### src/rtl/core/rcfp_pkg.sv
// Shared types, constants and the CRC-16 byte update for the frame parser.
// Used by the controller, the datapath and the top level; depends on nothing.
package rcfp_pkg;

    localparam int MAX_CHANNELS = 16;
    localparam int CH_IDX_W     = $clog2(MAX_CHANNELS);
    localparam int CNT_W        = $clog2(MAX_CHANNELS + 1);
    localparam int POS_W        = $clog2(4 + 2 * MAX_CHANNELS + 1);

    localparam logic [15:0] CRC_POLY     = 16'h1021;
    localparam logic [7:0]  VENDOR_RESET = 8'd168;

    localparam int APB_ADDR_W = 2;
    localparam logic [APB_ADDR_W-1:0] ADDR_VENDOR = 2'd0;

    typedef enum logic [1:0] {
        KIND_CHANNEL    = 2'd0,
        KIND_CRC_BAD    = 2'd1,
        KIND_HEADER_BAD = 2'd2
    } rcfp_kind_t;

    // Controller to datapath.
    typedef struct packed {
        logic capture;
        logic commit;
        logic load_err;
        logic flush_clear;
        logic flush_inc;
        logic load_chan;
    } rcfp_cmd_t;

    // Datapath to controller.
    typedef struct packed {
        logic err;
        logic flush_go;
        logic flush_last;
        logic out_free;
    } rcfp_stat_t;

    // One byte of CRC-16, MSB first, no reflection.
    function automatic logic [15:0] crc_feed(input logic [15:0] crc, input logic [7:0] b);
        logic [15:0] c;
        c = crc ^ {b, 8'h00};
        for (int k = 0; k < 8; k++) begin
            if (c[15]) begin
                c = {c[14:0], 1'b0} ^ CRC_POLY;
            end else begin
                c = {c[14:0], 1'b0};
            end
        end
        return c;
    endfunction

endpackage

### src/rtl/core/rcfp_ram.sv
// Generic single-write, single-read RAM with a registered read port.
// Stands alone; no package needed.
module rcfp_ram #(
    parameter int WIDTH = 16,
    parameter int DEPTH = 16
) (
    input  logic                     aclk,
    input  logic                     we,
    input  logic [$clog2(DEPTH)-1:0] waddr,
    input  logic [WIDTH-1:0]         wdata,
    input  logic [$clog2(DEPTH)-1:0] raddr,
    output logic [WIDTH-1:0]         rdata
);

    logic [WIDTH-1:0] mem [DEPTH];

    always_ff @(posedge aclk) begin
        if (we) begin
            mem[waddr] <= wdata;
        end
        rdata <= mem[raddr];
    end

endmodule

### src/rtl/core/rcfp_ctrl.sv
// Controller state machine: byte intake, parse commit and the channel flush.
// Depends on rcfp_pkg for the command and status structs.
module rcfp_ctrl (
    input  logic               aclk,
    input  logic               aresetn,
    input  logic               in_valid,
    output logic               in_ready,
    input  rcfp_pkg::rcfp_stat_t stat,
    output rcfp_pkg::rcfp_cmd_t  cmd
);
    import rcfp_pkg::*;

    typedef enum logic [3:0] {
        S_IDLE      = 4'b0001,
        S_PARSE     = 4'b0010,
        S_FLUSH_RD  = 4'b0100,
        S_FLUSH_OUT = 4'b1000
    } state_t;

    state_t state_reg, state_next;

    always_comb begin
        state_next = state_reg;
        cmd        = '0;
        in_ready   = 1'b0;
        case (state_reg)
            S_IDLE: begin
                in_ready    = 1'b1;
                cmd.capture = in_valid;
                if (in_valid) begin
                    state_next = S_PARSE;
                end
            end
            S_PARSE: begin
                // An error word needs the output register; anything else commits at once.
                if (!stat.err || stat.out_free) begin
                    cmd.commit   = 1'b1;
                    cmd.load_err = stat.err;
                    if (stat.flush_go) begin
                        cmd.flush_clear = 1'b1;
                        state_next      = S_FLUSH_RD;
                    end else begin
                        state_next = S_IDLE;
                    end
                end
            end
            S_FLUSH_RD: begin
                state_next = S_FLUSH_OUT;
            end
            S_FLUSH_OUT: begin
                if (stat.out_free) begin
                    cmd.load_chan = 1'b1;
                    if (stat.flush_last) begin
                        state_next = S_IDLE;
                    end else begin
                        cmd.flush_inc = 1'b1;
                        state_next    = S_FLUSH_RD;
                    end
                end
            end
            default: begin
                state_next = S_IDLE;
            end
        endcase
    end

    always_ff @(posedge aclk) begin
        if (!aresetn) begin
            state_reg <= S_IDLE;
        end else begin
            state_reg <= state_next;
        end
    end

endmodule

### src/rtl/core/rcfp_datapath.sv
// Datapath: byte register, frame position, running CRC, header fields, the
// channel store RAM and the output register. Depends on rcfp_pkg and rcfp_ram.
module rcfp_datapath (
    input  logic                 aclk,
    input  logic                 aresetn,
    input  logic [7:0]           in_byte,
    input  logic                 in_start,
    input  logic                 cfg_we,
    input  logic [7:0]           cfg_wdata,
    output logic [7:0]           vendor,
    input  rcfp_pkg::rcfp_cmd_t  cmd,
    output rcfp_pkg::rcfp_stat_t stat,
    input  logic                 out_ready,
    output logic                 out_valid,
    output logic [1:0]           out_kind,
    output logic [4:0]           out_index,
    output logic [15:0]          out_value,
    output logic                 out_failsafe,
    output logic [5:0]           out_total,
    output logic                 out_last
);
    import rcfp_pkg::*;

    logic [7:0]          vendor_reg, vendor_next;
    logic [7:0]          byte_reg, byte_next;
    logic                start_reg, start_next;
    logic [POS_W-1:0]    pos_reg, pos_next;
    logic [15:0]         crc_reg, crc_next;
    logic [7:0]          status_reg, status_next;
    logic [CNT_W-1:0]    n_reg, n_next;
    logic [7:0]          held_reg, held_next;
    logic [CH_IDX_W-1:0] flush_idx_reg, flush_idx_next;

    logic                out_valid_reg, out_valid_next;
    logic [1:0]          out_kind_reg, out_kind_next;
    logic [4:0]          out_index_reg, out_index_next;
    logic [15:0]         out_value_reg, out_value_next;
    logic                out_failsafe_reg, out_failsafe_next;
    logic [5:0]          out_total_reg, out_total_next;
    logic                out_last_reg, out_last_next;

    logic [15:0]         crc_fed;
    logic [POS_W-1:0]    data_end;
    logic [POS_W-1:0]    offset;
    logic                ram_we;
    logic [CH_IDX_W-1:0] ram_waddr;
    logic [15:0]         ram_rdata;
    logic                err;
    logic                flush_go;

    // A start byte seeds the CRC from zero.
    assign crc_fed  = crc_feed(start_reg ? 16'h0000 : crc_reg, byte_reg);
    assign data_end = POS_W'(3) + POS_W'({n_reg, 1'b0});
    assign offset   = pos_reg - POS_W'(3);

    // Decode of the held byte against the frame position.
    always_comb begin
        pos_next    = pos_reg;
        crc_next    = crc_reg;
        status_next = status_reg;
        n_next      = n_reg;
        held_next   = held_reg;
        err         = 1'b0;
        flush_go    = 1'b0;
        ram_we      = 1'b0;
        ram_waddr   = offset[CH_IDX_W:1];
        if (start_reg) begin
            if (byte_reg != vendor_reg) begin
                err      = 1'b1;
                pos_next = '0;
            end else begin
                crc_next = crc_fed;
                pos_next = POS_W'(1);
            end
        end else if (pos_reg == '0) begin
            pos_next = '0;
        end else if (pos_reg == POS_W'(1)) begin
            status_next = byte_reg;
            crc_next    = crc_fed;
            pos_next    = POS_W'(2);
        end else if (pos_reg == POS_W'(2)) begin
            if (byte_reg < 8'd2 || byte_reg > 8'(MAX_CHANNELS)) begin
                err      = 1'b1;
                pos_next = '0;
            end else begin
                n_next   = byte_reg[CNT_W-1:0];
                crc_next = crc_fed;
                pos_next = POS_W'(3);
            end
        end else if (pos_reg < data_end) begin
            crc_next = crc_fed;
            if (!offset[0]) begin
                held_next = byte_reg;
            end else begin
                ram_we = cmd.commit;
            end
            pos_next = pos_reg + POS_W'(1);
        end else if (pos_reg == data_end) begin
            held_next = byte_reg;
            pos_next  = pos_reg + POS_W'(1);
        end else begin
            pos_next = '0;
            if ({held_reg, byte_reg} != crc_reg) begin
                err = 1'b1;
            end else begin
                flush_go = 1'b1;
            end
        end
    end

    assign stat.err        = err;
    assign stat.flush_go   = flush_go;
    assign stat.flush_last = (CNT_W'(flush_idx_reg) + CNT_W'(1)) == n_reg;
    assign stat.out_free   = !out_valid_reg || out_ready;

    rcfp_ram #(
        .WIDTH(16),
        .DEPTH(MAX_CHANNELS)
    ) u_store (
        .aclk  (aclk),
        .we    (ram_we),
        .waddr (ram_waddr),
        .wdata ({held_reg, byte_reg}),
        .raddr (flush_idx_reg),
        .rdata (ram_rdata)
    );

    always_comb begin
        vendor_next       = cfg_we ? cfg_wdata : vendor_reg;
        byte_next         = cmd.capture ? in_byte : byte_reg;
        start_next        = cmd.capture ? in_start : start_reg;
        flush_idx_next    = flush_idx_reg;
        if (cmd.flush_clear) begin
            flush_idx_next = '0;
        end else if (cmd.flush_inc) begin
            flush_idx_next = flush_idx_reg + CH_IDX_W'(1);
        end

        out_valid_next    = out_valid_reg && !out_ready;
        out_kind_next     = out_kind_reg;
        out_index_next    = out_index_reg;
        out_value_next    = out_value_reg;
        out_failsafe_next = out_failsafe_reg;
        out_total_next    = out_total_reg;
        out_last_next     = out_last_reg;
        if (cmd.load_err) begin
            out_valid_next    = 1'b1;
            out_kind_next     = (start_reg || pos_reg == POS_W'(2)) ? KIND_HEADER_BAD
                                                                    : KIND_CRC_BAD;
            out_index_next    = '0;
            out_value_next    = '0;
            out_failsafe_next = 1'b0;
            out_total_next    = '0;
            out_last_next     = 1'b1;
        end else if (cmd.load_chan) begin
            out_valid_next    = 1'b1;
            out_kind_next     = KIND_CHANNEL;
            out_index_next    = 5'(flush_idx_reg);
            out_value_next    = ram_rdata;
            out_failsafe_next = status_reg[7];
            out_total_next    = 6'(n_reg);
            out_last_next     = stat.flush_last;
        end
    end

    always_ff @(posedge aclk) begin
        if (!aresetn) begin
            vendor_reg    <= VENDOR_RESET;
            pos_reg       <= '0;
            crc_reg       <= '0;
            out_valid_reg <= 1'b0;
        end else begin
            vendor_reg    <= vendor_next;
            out_valid_reg <= out_valid_next;
            if (cmd.commit) begin
                pos_reg <= pos_next;
                crc_reg <= crc_next;
            end
        end
    end

    always_ff @(posedge aclk) begin
        byte_reg         <= byte_next;
        start_reg        <= start_next;
        flush_idx_reg    <= flush_idx_next;
        out_kind_reg     <= out_kind_next;
        out_index_reg    <= out_index_next;
        out_value_reg    <= out_value_next;
        out_failsafe_reg <= out_failsafe_next;
        out_total_reg    <= out_total_next;
        out_last_reg     <= out_last_next;
        if (cmd.commit) begin
            status_reg <= status_next;
            n_reg      <= n_next;
            held_reg   <= held_next;
        end
    end

    assign vendor       = vendor_reg;
    assign out_valid    = out_valid_reg;
    assign out_kind     = out_kind_reg;
    assign out_index    = out_index_reg;
    assign out_value    = out_value_reg;
    assign out_failsafe = out_failsafe_reg;
    assign out_total    = out_total_reg;
    assign out_last     = out_last_reg;

endmodule

### src/rtl/core/rc_receiver_frame_parser_crc16.sv
// Receiver frame parser with CRC-16 check, top level.
// Bytes enter on the s_ stream, one word per byte; s_tuser marks the first
// byte after an idle gap, which is taken as the vendor byte of a new frame.
// Frame: vendor, status, channel count N, N big-endian channel words, then a
// big-endian CRC-16 (0x1021, initial 0) over header and data.
// Results leave on the m_ stream: one word per channel after a good CRC,
// else a single error word (m_tuser gives the kind); m_tlast ends a frame.
// Each byte is accepted in S_IDLE and decoded in S_PARSE against the frame
// position, updating the running CRC and writing the channel store; no new
// byte is accepted before that decode commits. An error word enters the
// output register with its commit. After a good CRC the store is read back
// channel by channel via S_FLUSH_RD and S_FLUSH_OUT; no byte is accepted meanwhile.
// The output register decouples the sides: a byte is accepted while a word
// waits; only a byte that must emit, or the flush, waits for m_tready.
// A synchronous reset clears the position (hunting for a frame start), the
// output valid and sets the vendor register to 168; the channel store is
// not cleared, every entry being written before it is read. The vendor register
// sits at APB address 0 and is written only when idle, a user's rule that the block
// does not enforce. Depends on rcfp_pkg, rcfp_ctrl, rcfp_datapath and rcfp_ram.
module rc_receiver_frame_parser_crc16 (
    input  logic                              aclk,
    input  logic                              aresetn,
    input  logic                              s_tvalid,
    output logic                              s_tready,
    input  logic [7:0]                        s_tdata,  // [7:0] rx_byte
    input  logic                              s_tuser,  // [0] frame_start
    output logic                              m_tvalid,
    input  logic                              m_tready,
    // [4:0] channel_index, [20:5] channel_value, [21] failsafe,
    // [27:22] channel_total, [31:28] zero
    output logic [31:0]                       m_tdata,
    output logic [1:0]                        m_tuser,  // [1:0] result_kind
    output logic                              m_tlast,
    input  logic                              psel,
    input  logic                              penable,
    input  logic                              pwrite,
    input  logic [rcfp_pkg::APB_ADDR_W-1:0]   paddr,
    input  logic [31:0]                       pwdata,
    output logic [31:0]                       prdata,
    output logic                              pready
);
    import rcfp_pkg::*;

    rcfp_cmd_t   cmd;
    rcfp_stat_t  stat;
    logic        cfg_we;
    logic [7:0]  vendor;
    logic [4:0]  out_index;
    logic [15:0] out_value;
    logic        out_failsafe;
    logic [5:0]  out_total;

    assign pready = 1'b1;
    assign cfg_we = psel && penable && pwrite && (paddr == ADDR_VENDOR);
    assign prdata = (paddr == ADDR_VENDOR) ? {24'h000000, vendor} : 32'h00000000;

    rcfp_ctrl u_ctrl (
        .aclk     (aclk),
        .aresetn  (aresetn),
        .in_valid (s_tvalid),
        .in_ready (s_tready),
        .stat     (stat),
        .cmd      (cmd)
    );

    rcfp_datapath u_dp (
        .aclk         (aclk),
        .aresetn      (aresetn),
        .in_byte      (s_tdata),
        .in_start     (s_tuser),
        .cfg_we       (cfg_we),
        .cfg_wdata    (pwdata[7:0]),
        .vendor       (vendor),
        .cmd          (cmd),
        .stat         (stat),
        .out_ready    (m_tready),
        .out_valid    (m_tvalid),
        .out_kind     (m_tuser),
        .out_index    (out_index),
        .out_value    (out_value),
        .out_failsafe (out_failsafe),
        .out_total    (out_total),
        .out_last     (m_tlast)
    );

    assign m_tdata = {4'h0, out_total, out_failsafe, out_value, out_index};

endmodule

### config.mk
export PLATFORM = sky130hd
export DESIGN_NAME = rc_receiver_frame_parser_crc16
export DESIGN_NICKNAME = d
export VERILOG_FILES = /design/src/rtl/core/rcfp_pkg.sv /design/src/rtl/core/rcfp_ram.sv /design/src/rtl/core/rcfp_ctrl.sv /design/src/rtl/core/rcfp_datapath.sv /design/src/rtl/core/rc_receiver_frame_parser_crc16.sv
export SDC_FILE = /design/constraint.sdc
export NUM_CORES = 1
export LEC_CHECK = 0
export ABC_AREA = 1
export BUFFER_PORTS_ARGS = -buffer_cell sky130_fd_sc_hd__buf_2
export CORE_MARGIN = 4
export CORE_UTILIZATION = 60
export CTS_CLUSTER_SIZE = 28
export DETAILED_ROUTE_END_ITERATION = 10
export PLACE_DENSITY = 0.78
export SLEW_MARGIN = 20
export SYNTH_ARGS = -nofsm -noshare
export SYNTH_HDL_FRONTEND = slang
export SYNTH_SLANG_ARGS = --single-unit
### constraint.sdc
create_clock -name aclk -period 4.1 [get_ports aclk]
set_input_delay 0.41 -clock aclk [delete_from_list [all_inputs] [get_ports aclk]]
set_output_delay 0.41 -clock aclk [all_outputs]
set_load 0.01 [all_outputs]
# --- Word-level counts from Yosys, hierarchy flattened ---
# Memories as Yosys holds them, arrays and structs flattened. A register that Yosys moved wholly into a read port is not among the register bits.
# Index checks and enable logic that the tools add are counted.
word_totals:
  word_cells: 149
  mem_count: 1
  reg_bits: 98
  input_bits: 50
  mem_bits_rw: 256
  out_inout_bits: 70
op_classes:
  bitwise_logic: 14
  eq_ne: 17
  muxes: 71
  n_reduce_logical: 21
  n_lt_le_gt_ge: 3
  n_addsub: 5
mem_list:
  columns: ["name", "words", "width", "rd", "rd_ports_with_merged_regs", "wr", "line", "rtl"]
  rows:
  - ["u_dp.u_store.mem", 16, 16, 1, 1, 1, "rcfp_ram.sv:15", "logic [WIDTH-1:0] mem [DEPTH];"]
ops:
  columns: ["cell", "count"]
  rows:
  - ["16-bit two-way mux", 8]
  - ["13-bit two-way mux", 8]
  - ["6-bit two-way mux", 6]
  - ["8-bit two-way mux", 4]
  - ["1-bit two-way mux", 31]
  - ["3-bit inverter", 8]
  - ["16-bit != test", 1]
  - ["4-bit case mux with 4 select lines", 1]
  - ["16-bit bitwise XOR", 1]
  - ["2-bit two-way mux", 6]
  - ["3-bit two-way mux", 4]
  - ["4-bit two-way mux", 3]
  - ["8-bit by 5-bit > comparator with 1-bit output (second input constant)", 1]
  - ["8-bit by 2-bit < comparator with 1-bit output (second input constant)", 1]
  - ["8-bit != test", 1]
  - ["7-bit AND reduction", 1]
  - ["2-bit by 6-bit adder with 6-bit output (first input constant)", 1]
  - ["6-bit by 1-bit adder with 6-bit output (second input constant)", 1]
  - ["6-bit by 1-bit equality test with 1-bit output (second input constant)", 1]
  - ["6-bit by 2-bit equality test with 1-bit output (second input constant)", 1]
  - ["6-bit equality test", 1]
  - ["6-bit logical NOT", 1]
  - ["6-bit < comparator", 1]
  - ["2-bit by 1-bit != test with 1-bit output (second input constant)", 3]
  - ["21 further kinds", 36]

# --- Logic depth before layout (Yosys ltp) ---
depth:
  depth_word: 23
  ltp_mapped: 20
  ltp_nobuf: 19

# --- Modules after synthesis ---
# From an unflattened synthesis, not the netlist that was laid out.
hier_totals:
  hier_cells: 1767
  hier_area_um2: 16653.5
by_module_without_submodules:
  columns: ["module", "cells_per_inst", "area_each_um2", "instances"]
  rows:
  - ["rcfp_ram", 1074, 11388.4, 1]
  - ["rcfp_datapath", 577, 4563.1, 1]
  - ["rcfp_ctrl", 63, 379.1, 1]
  - ["rc_receiver_frame_parser_crc16", 53, 322.8, 1]

# --- Worst setup path before layout ---
# No wires, ideal clock.
synth_timing:
  kind: "reg-to-reg"
  start: "register u_dp.n_reg[0]"
  end: "memory u_dp.u_store.mem[0][0] (enable)"
  setup_slack_ns: 0.776
  synth_period_minus_slack_ns: 3.324
  arrival_ns: 2.935
  n_path_buf: 0
  path_stages_with_launch: 18
  path_cell_list: "edfxtp_1 ha_1 nand3_1 xor2_1 ha_1 nand2_1 inv_1 nand2_1 nand3_1 inv_1 nor2_2 nand2_1 nand2_2 nand4_4 nand3_1 nor2_2 nand3_1 nor2_1"
synth_via:
  elab_chain_cells: 20
  word_cells_on_any_way: 21
synth_lines:
  columns: ["item", "line", "rtl"]
  rows:
  - ["start: declaration", "rcfp_datapath.sv:30", "logic [CNT_W-1:0] n_reg, n_next;"]
  - ["start signal: assignment", "rcfp_datapath.sv:194", "n_reg <= n_next;"]
  - ["2-bit by 6-bit adder with 6-bit output *", "rcfp_datapath.sv:53", "assign data_end = POS_W'(3) + POS_W'({n_reg, 1'b0});"]
  - ["branches (longest 12 deep; another with 6-bit < comparator)", null, null]
  - ["1-bit two-way mux *", "rcfp_datapath.sv:90", "end else if (pos_reg < data_end) begin"]
  - ["1-bit two-way mux *", "rcfp_datapath.sv:81", "end else if (pos_reg == POS_W'(2)) begin"]
  - ["1-bit two-way mux *", "rcfp_datapath.sv:77", "end else if (pos_reg == POS_W'(1)) begin"]
  - ["1-bit two-way mux *", "rcfp_datapath.sv:75", "end else if (pos_reg == '0) begin"]
  - ["1-bit two-way mux *", "rcfp_datapath.sv:67", "if (start_reg) begin"]
  - ["1-bit two-way mux *", "rcfp_ram.sv:18", "if (we) begin"]
  - ["1-bit two-way mux (not written as such) *", "rcfp_ram.sv:19", "mem[waddr] <= wdata;"]
  - ["end: declaration", "rcfp_ram.sv:15", null]
# Mark *: on every way between the ends.

# --- Worst setup path in the final report ---
layout_timing:
  start: "register u_dp.n_reg[0]"
  end: "memory u_dp.u_store.mem[1][12] (enable)"
# The elaborated chain is that of the path after synthesis.

==> reports/qor.txt <==
Setup crit end kind = flip-flop
Buf+Inv Stages, Crit Path = 3
Design Area, Final = 0.0170 sq mm
# Max-Cap Violations = 0
Syn-to-layout area delta = 11.4%
WL per Instance = 19.6 um
post-CTS setup buffers = 0
Worst Path Arrival = 3.59 ns
largest net degree at the start of global routing = 97
largest area contributor in the netlist = edfxtp_1
Final min period = 3.40 ns
final net count = 1528
measured slew at the worst slew-check pin = 1.02 ns
Die Width = 167 um
Critical Path Start Type = flip-flop
critical-path cell list = ha_1, nand3_1, xor2_1, ha_1, nand2_1, inv_1, nand2_1, nand3_1, inv_1, nor2_2, nand2_1, nand2_2, nand4_4, nand3_1, nor2_2, nand3_1, nor2_1, buf_4
WP data required = 4.29 ns
Reg clk slew, reported paths = 0.06 ns
worst vdd ir = 0.414 mV
FMAX = 294 MHz
Setup Viol. Count Final = 0
starting density of the core = 60.8%
Detailed Place HPWL = 21200 um
Power Dens Cells = 465 mW/mm^2
chip height = 167 um
initial antenna violation count = 2
register area share after synthesis = 66.1%
CTS sink cnt = 363
post_cts resized = 0
number of distinct library cells after synthesis = 40
Gate Count Post-Synth = 1405
Worst-Skew Late Latency = 0.52 ns
proportion of netlist area held by the largest area contributor = 55.3%
via count = 10700
RSZ-0062 raised after global routing = false
Crit Path Category = reg2reg
Core Region = 0.0251 sq mm
first drt pass iteration count = 6
hold_buf cts = 0
CTS Buffer Depth = 3
port buffer count = 64
Slew Limit Fails = 0
number of global-route vias before repair = 10200
gr usage total = 25.0%
PnR worst setup slack = 0.703 ns
detailed router's first-iteration violation count = 1165
DRC viols = 0
Final Hold Fails = 0
#FFs+latches synth = 363
Lkg Pwr = 6.33 nW
Crit path largest cell delay = 0.49 ns
Synth area leaders = edfxtp_1 (55%), dfxtp_1 (11%), nand2_1 (5.2%)
final period utilization = 82.9%
status = finished, final reports clean
largest register by flop count = u_dp.u_store.mem
Layout Utilization = 67.7%
n_diodes = 0
share of post-route cells with drive strength above 1 = 13.3%
Setup TNS = 0 ns
Max-slew headroom = 32.1%
num rows = 58
total gr overflow = 0
root buf cell = clkbuf_16
total CTS buffers = 35
Worst Hold Class = in2reg
slowest CP cell = edfxtp_1
DP Area = 0.0158 sq mm
Worst path top cell family by delay = simple AND/OR/NAND/NOR gates
max reg flops = 256
first-pass GRT wire length = 55500 um
Top cell by count, worst path = nand3_1
I/O Pins = 120
Max FO, Critical Path = 16
post-DR vias/cell = 5.88
die area = 0.0280 sq mm
CTS tree = done
Mean Syn Cell Area = 10.9 sq um
Final GP Congestion = 0.892
pre-CTS WS = 0.777 ns
Fin Clk Skew = 0.0116 ns
Synth warnings = 0
fillers = 1757
total number of H-tree levels = 2
Cell Area, Synth = 0.0153 sq mm
Routed WL = 35600 um
DRT antenna net count = 0
## metal layers
layer | GRT usage (%) | routed length [um]
met5 | 0 | 24
met3 | 4.58 | 3200
met4 | 7.59 | 816
met2 | 41.3 | 17400
met1 | 34.4 | 14100
## kinds of logic (layout without fill, tap and decap cells)
family	Yosys count	count (layout)	synth area share [%]
buf+inv	205	260	6.03
xor+xnor	42	42	2.51
flops	363	363	66.1
compound gates	305	305	11.3
other cells	2	31	0.0492
fa+ha+maj	11	11	0.902
simple gates	477	477	13.2
## worst reg2reg max path, cell delays in order, from the launching register on
cell and delay (ns):
edfxtp_1 0.49, ha_1 0.28, nand3_1 0.10, xor2_1 0.18, ha_1 0.26, nand2_1 0.11
inv_1 0.05, nand2_1 0.05, nand3_1 0.11, inv_1 0.10, nor2_2 0.07, nand2_1 0.10
nand2_2 0.08, nand4_4 0.09, nand3_1 0.13, nor2_2 0.21, nand3_1 0.20, nor2_1 0.15
buf_4 0.31
## Yosys cell counts, drive strengths merged
cell / count
edfxtp: 281
nand2: 224
nor2: 169
o21ai: 119
a21oi: 114
inv: 105
dfxtp: 82
nand3: 57
clkbuf: 51
buf: 48
o22ai: 34
o221ai: 32
xor2: 29
nor3: 16
xnor2: 13
ha: 11
nand4: 8
o211ai: 4
conb: 2
a22oi: 1
and2: 1
clkinv: 1
nor4: 1
o2111ai: 1
or2: 1
## through the flow
stage	total power [mW]	instances	hold slack, ns
global route	8.15	1819	0.0504
detailed placement	4.67	1760	0.450
floorplan	4.51	1434	0.441
CTS	7.93	1819	0.0492
global placement	4.66	1760	0.446
finish	7.90	1819	0.0686
## cell type report
class / count / area (sq um) / share of cell area [%]
Timing Repair Buffer: 95 / 553 / 3.25
Clock buffer: 41 / 951 / 5.59
Tap cell: 330 / 413 / 2.43
Clock inverter: 18 / 225 / 1.32
Inverter: 106 / 400 / 2.36
Sequential cell: 363 / 10100 / 59.3
Multi-Input combinational cell: 866 / 4380 / 25.7
## final timing paths
path	endpoint	from	cells after the start	slack [ns]
max	u_dp.u_store.mem[1][12]	u_dp.n_reg[0]	18	0.70
min	u_dp.byte_reg[6]	s_tdata[6]	1	0.07
max reg2reg	u_dp.u_store.mem[1][12]	u_dp.n_reg[0]	18	0.70
min reg2reg	u_dp.out_total[1]	u_dp.out_total[1]	2	0.46
## layout by cell type, fill, tap and decap left out, types with 27 or more instances in the layout
cell type  netlist  layout
o21ai_0        117     117
o221ai_1        32      32
dfxtp_1         82      80
edfxtp_1       281     281
xor2_1          27      27
buf_2            8      64
nand3_1         56      56
nor2_1         161     160
a21oi_1        114     114
conb_1           2      31
o22ai_1         34      34
nand2_1        212     212
inv_1           86      85
buf_4           35      31
clkbuf_16        0      37
## report_power, final
part           switching, mW  leakage [nW]  internal (mW)
clock                   1.32         0.574           1.97
sequential            0.0739          3.20           4.00
combinational          0.371          2.56          0.165
total                   1.77          6.33           6.14
Note: power is estimated with default switching activity, not from simulation.
